[src/assert_macros.svh]
// assertion macros used by the mixer rtl
`ifndef ASSERT_MACROS_SVH
`define ASSERT_MACROS_SVH
`ifndef SYNTH
`define ASSERT_IMPL(label, prop) \
  label: assert property (@(posedge clk_i) disable iff (!rst_ni) prop) else $error("assert");
`define ASSERT_NEVER(label, cond) \
  label: assert property (@(posedge clk_i) disable iff (!rst_ni) !(cond)) else $error("never");
`else
`define ASSERT_IMPL(label, prop)
`define ASSERT_NEVER(label, cond)
`endif
`endif

[src/psvm_ram.sv]
`timescale 1ns / 1ps
// ------------------------------------------------------------------------
// psvm_ram
// generic simple dual port ram (one write, one read port) with registered read
// ------------------------------------------------------------------------
module psvm_ram #(
  parameter int Width = 16,
  parameter int Depth = 256
) (
  input  logic                     clk_i,
  input  logic                     we_i,
  input  logic [$clog2(Depth)-1:0] waddr_i,
  input  logic [Width-1:0]         wdata_i,
  input  logic [$clog2(Depth)-1:0] raddr_i,
  output logic [Width-1:0]         rdata_o
);
  logic [Width-1:0] mem_q [Depth];
  always_ff @(posedge clk_i) begin
    if (we_i) mem_q[waddr_i] <= wdata_i;
    rdata_o <= mem_q[raddr_i];
  end
endmodule
[config.mk]
export PLATFORM = sky130hd
export DESIGN_NAME = psvm_ram
export DESIGN_NICKNAME = d
export VERILOG_FILES = /design/src/assert_macros.svh /design/src/psvm_ram.sv
export SDC_FILE = /design/constraint.sdc
export NUM_CORES = 2
export LEC_CHECK = 0
export BUFFER_PORTS_ARGS = -buffer_cell sky130_fd_sc_hd__buf_4
export CAP_MARGIN = 20
export CELL_PAD_IN_SITES_DETAIL_PLACEMENT = 1
export CELL_PAD_IN_SITES_GLOBAL_PLACEMENT = 1
export CORE_MARGIN = 10
export CORE_UTILIZATION = 51
export DETAILED_ROUTE_END_ITERATION = 8
export PLACE_DENSITY_LB_ADDON = 0.08
export SLEW_MARGIN = 20
export SYNTH_ARGS = -nofsm -noshare
export SYNTH_HDL_FRONTEND = slang
export SYNTH_SLANG_ARGS = --single-unit
[constraint.sdc]
create_clock -name clk_i -period 2.22 [get_ports clk_i]
set_input_delay 0.222 -clock clk_i [delete_from_list [all_inputs] [get_ports clk_i]]
set_output_delay 0.222 -clock clk_i [all_outputs]
set_load 0.05 [all_outputs]
======== After elaboration in Yosys (flattened, before gate mapping) ========
Memory sizes are Yosys's and may differ from the RTL's. A register that Yosys moved wholly into a read port is not among the register bits.
Cells that the tools add are included.
W data, S select, Z words.
cells by class
  div/mod/pow operators ................... 0
  multiply operators ...................... 0
  reduce and logical (&&, ||, !) cells .... 0
  $lt $le $gt $ge ......................... 0
  shifts and indexed selects .............. 0
  equal/unequal tests ..................... 0
  bitwise logic cells ..................... 0
  muxes and demuxes ....................... 2
  $add $sub $neg .......................... 0
operator list
  kind     count
  $mux W1  2
storage, ports and cells
  bits in read-only memories .............. 0
  memories kept ........................... 1
  bits in latches ......................... 0
  output and inout port bits .............. 16
  register bits after elaboration ......... 0
  logic and storage cells ................. 3
  RAM bits ................................ 4,096
memory list
  memory  depth  width  read ports  clocked after Yosys merged registers in  write ports  RTL line        text
  mem_q   256    16     1           1                                        1            psvm_ram.sv:17  logic [Width-1:0] mem_q [Depth];

======== Depth between registers and ports, before layout ========
  word-level depth ........................ 2
  depth in mapped cells ................... 12

======== Worst setup path before layout ========
OpenSTA, ideal clock, no wires.
  path type ............................... input -> register
  start ................................... in waddr_i[3]
  end ..................................... mem mem_q[235][0] (enable)
  stages .................................. 6
  slack ................................... -167 ps
  data arrival time ....................... 1,999 ps
  cells stage by stage .................... clkbuf_1 nor2b_1 clkbuf_1 nand4_1 clkbuf_1 nor2_1
RTL lines
  item             RTL line        text
  start, declared  psvm_ram.sv:12  input logic [$clog2(Depth)-1:0] waddr_i,
  end, declared    psvm_ram.sv:17
No word-level cell before the write port.

==> impl_metrics.py <==
metrics = {
    "run_status": {
        "status": "finished, violations left",
        "violations": "negative setup slack",
    },
    "synth": {
        "synth_top_area_share_pct": 77.5,
        "ys_top_cells_by_count": "edfxtp_1 (4096), mux4_2 (797), mux2i_1 (565)",
        "synth_area_per_cell_um2": 21.6,
        "synth_area_um2": 159000,
        "synth_top_area_cell": "edfxtp_1",
        "synth_area_leaders": "edfxtp_1 (77%), mux4_2 (11%), mux2i_1 (3.6%)",
        "synthFlopType": "edfxtp_1",
        "syn-num-nets": 7394,
        "synth_edf_count": 4096,
        "ys_ff_latch": 4112,
        "yosys_warnings": 0,
        "async_reset_ff_share_pct": 0,
        "yosysMostFrequentCell": "edfxtp_1",
        "synthDistinctLibCells": 52,
        "syn_inst": 7360,
        "yosysSeqAreaShare_pct": 77.7,
    },
    "clock_tree": {
        "clk-insertion-delay-late_ns": 1.00,
        "post_cts_buffers": 0,
        "cts_buffer_depth": 4,
        "cts_tree": "yes",
        "numCtsBuffers": 418,
        "cts_root_buf": "clkbuf_16",
        "clkTransAtPathRegs_ns": 0.06,
        "cts_num_sinks": 4112,
        "htree_levels": 5,
    },
    "place": {
        "preCtsSetupSlack_ns": -1.70,
        "place_area_um2": 176000,
        "dp_hpwl_mm": 301,
        "placedCellCount": 12300,
        "routabilityCongestion": 0.914,
        "portBuffers": 49,
    },
    "die": {
        "core_area_um2": 309000,
        "fp.dieArea_um2": 334000,
        "die_h_um": 578,
        "io-pin-count": 50,
        "initial_core_util_pct": 51.3,
        "die_x_um": 578,
        "floorplan.rows": 204,
    },
    "finish": {
        "layout-drive-gt1-share_pct": 33.1,
        "syn2layout_area_growth_pct": 19.8,
        "seq_area_um2": 123000,
        "nNetsFinal": 8642,
        "final_cells": 13100,
        "nFillCells": 25400,
        "multi_input_area_um2": 33900,
        "stdcell_area_um2": 190000,
    },
    "timing": {
        "fmax_ghz": 0.391,
        "finalCriticalPeriod_ns": 2.56,
        "max_slew_margin_pct": 21.5,
        "fin_crit_sh_pct": 115,
        "maxSlewViolCount": 0,
        "timing_worst_slew_pin_value_ns": 1.17,
        "finalSetupViolations": 16,
        "hold_viol": 0,
        "setup_slack_ns": -0.338,
        "rsz0062_at_grt": "yes",
        "skew_ns": 0.0701,
    },
    "power": {
        "internal-power_w": 0.130,
        "p_sw_w": 0.0365,
        "leakagePower_nw": 62.0,
        "clkPwrFrac_pct": 42.3,
        "combPwrFrac_pct": 6.1,
        "pwr_density_cell_nw_per_um2": 873,
        "switching_share_pct": 22.0,
        "ir_drop_uv": 732,
        "sequentialPowerShare_pct": 51.6,
    },
    "worst_setup_path": {
        "rrSetupSlack_ns": -0.34,
        "crit_path_max_fanout": 1,
        "path_class": "flip-flop to flip-flop",
        "r2r_cells": 7,
        "crit_path_end_kind": "flip-flop",
        "startpoint_type": "flip-flop",
        "arrival_ns": 3.36,
        "r2r-start": "mem_q[2][13]",
        "path_cells": "mux4_2 -> mux2_4 -> a22oi_2 -> nand2_2 -> o32ai_4 -> buf_4 -> nor4_2",
        "crit_path_end": "rdata_o[13]",
        "cp-startpoint": "mem_q[2][13]",
        "cpPeakStageDelay_ns": 0.49,
        "crit_slowest_cell": "mux4_2",
        "required_ns": 3.02,
        "r2r_end": "rdata_o[13]",
    },
    "detailed_routing": {
        "dr.max_layer_used": "met5",
        "drc": 0,
        "avgViaCountPerCell": 6.37,
        "dr_wl_met2_mm": 226,
        "antenna_left": 0,
        "drt-pass1-iter-count": 6,
        "drt-met1-wl_mm": 189,
        "met3_wirelength_mm": 37.0,
        "wl_per_cell_um": 35.8,
        "drtIter0Drc": 9819,
        "wl_mm": 468,
        "vias": 83400,
    },
    "min_path": {
        "hold_class": "primary input to flip-flop",
    },
    "grt": {
        "grt_max_degree": 93,
        "track_usage_pct": 27.8,
        "antenna_found_initial": 21,
        "grt_first_pass_wirelength_mm": 665,
        "grt_pass1_vias": 86500,
        "gr-total-overflow": 0,
    },
    "run": {
        "max-cap-violations": 0,
    },
}
-- cell type report --
| cell class | instances | area share (%) |
|---|---|---|
| Multi-Input combinational cell | 2792 | 17.8 |
| Antenna cell | 6 | 0.00789 |
| Clock buffer | 520 | 5.79 |
| Tap cell | 4120 | 2.71 |
| Timing Repair Buffer | 1280 | 7.46 |
| Inverter | 4 | 0.0145 |
| Clock inverter | 262 | 1.37 |
| Sequential cell | 4112 | 64.8 |
-- layout by cell type (no fill, tap or decap), types with 34 or more instances in the layout --
cell,count
o221ai_1,251
a22oi_1,34
mux4_2,797
clkinv_1,99
o21ai_0,34
mux2i_1,565
o22ai_1,148
buf_12,347
a21oi_1,173
bufinv_16,41
clkinv_2,81
edfxtp_1,4096
clkbuf_1,91
nor2_1,187
clkbuf_16,424
nor3_1,86
buf_4,882
nor2_2,116
mux2_2,84
-- per-layer routing --
layer	global-route usage, %	vias to the layer above
li1	-	33900
met5	0	-
met3	4.71	736
met2	44.7	3579
met4	9.04	10
met1	39.4	45100
-- flip-flops by register name (all words and copies together), names as in the netlist --
name / cells
rdata_o: 16
mem_q: 4096
-- how the worst min path moves through the flow --
stage                     slack [ns]   startpoint  cells after the start        endpoint
final                           0.06         we_i                      4  mem_q[191][15]
after global routing            0.04         we_i                      4   mem_q[191][8]
after CTS                      0.006         we_i                      4  mem_q[191][15]
after detailed placement        0.60  wdata_i[11]                      1  mem_q[229][11]
after global placement          0.60   wdata_i[1]                      1   mem_q[231][1]
after floorplan                 0.32   wdata_i[0]                      0     mem_q[0][0]
-- cell families (layout without fill, tap and decap cells) --
family / Yosys count / after routing / share of synthesized area, %
AOI/OAI and AO/OA: 786 / 786 / 3.54
buffers and inverters: 456 / 2066 / 1.69
DFF: 4112 / 4112 / 77.7
muxes: 1450 / 1450 / 15.5
other: 0 / 6 / 0
and+or+nand+nor: 556 / 556 / 1.57
-- critical path: cells and delay by family (launching register included) --
kind | cells | cell delay, ns
AND/OR/NAND/NOR | 2 | 0.18
buffers and inverters | 1 | 0.19
AO/OA/AOI/OAI | 2 | 0.84
multiplexers | 2 | 0.78
flip-flops | 1 | 0.39
-- what timing repair did --
item	in CTS	in global routing
hold buffers	22	0
gates resized for setup	116	25
pin swaps	30	26
endpoints found under the setup margin	16	16
endpoints found under the hold margin	3193	0
-- power by group through the flow --
| stage | Sequential (W) | Clock (W) | Combinational (W) |
|---|---|---|---|
| floorplan | 0.0875 | 0 | 0.00422 |
| global placement | 0.0874 | 0 | 0.00958 |
| detailed placement | 0.0874 | 0 | 0.00980 |
| CTS | 0.0857 | 0.0713 | 0.0101 |
| global route | 0.0857 | 0.0745 | 0.0105 |
| finish | 0.0857 | 0.0702 | 0.0101 |
-- per-stage QoR --
| step | util [%] | hold WS, ns | TNS [ns] | total power (W) |
|---|---|---|---|---|
| global route | 61.5 | 0.0376 | -3.02 | 0.171 |
| CTS | 61.4 | 0.00584 | -3.11 | 0.167 |
| finish | 61.5 | 0.0607 | -2.58 | 0.166 |
| global placement | 56.8 | 0.599 | -19.93 | 0.0970 |
| floorplan | - | 0.321 | -303.79 | 0.0917 |
| detailed placement | 56.8 | 0.603 | -20.12 | 0.0972 |
Note: power is estimated with default switching activity, not from simulation.
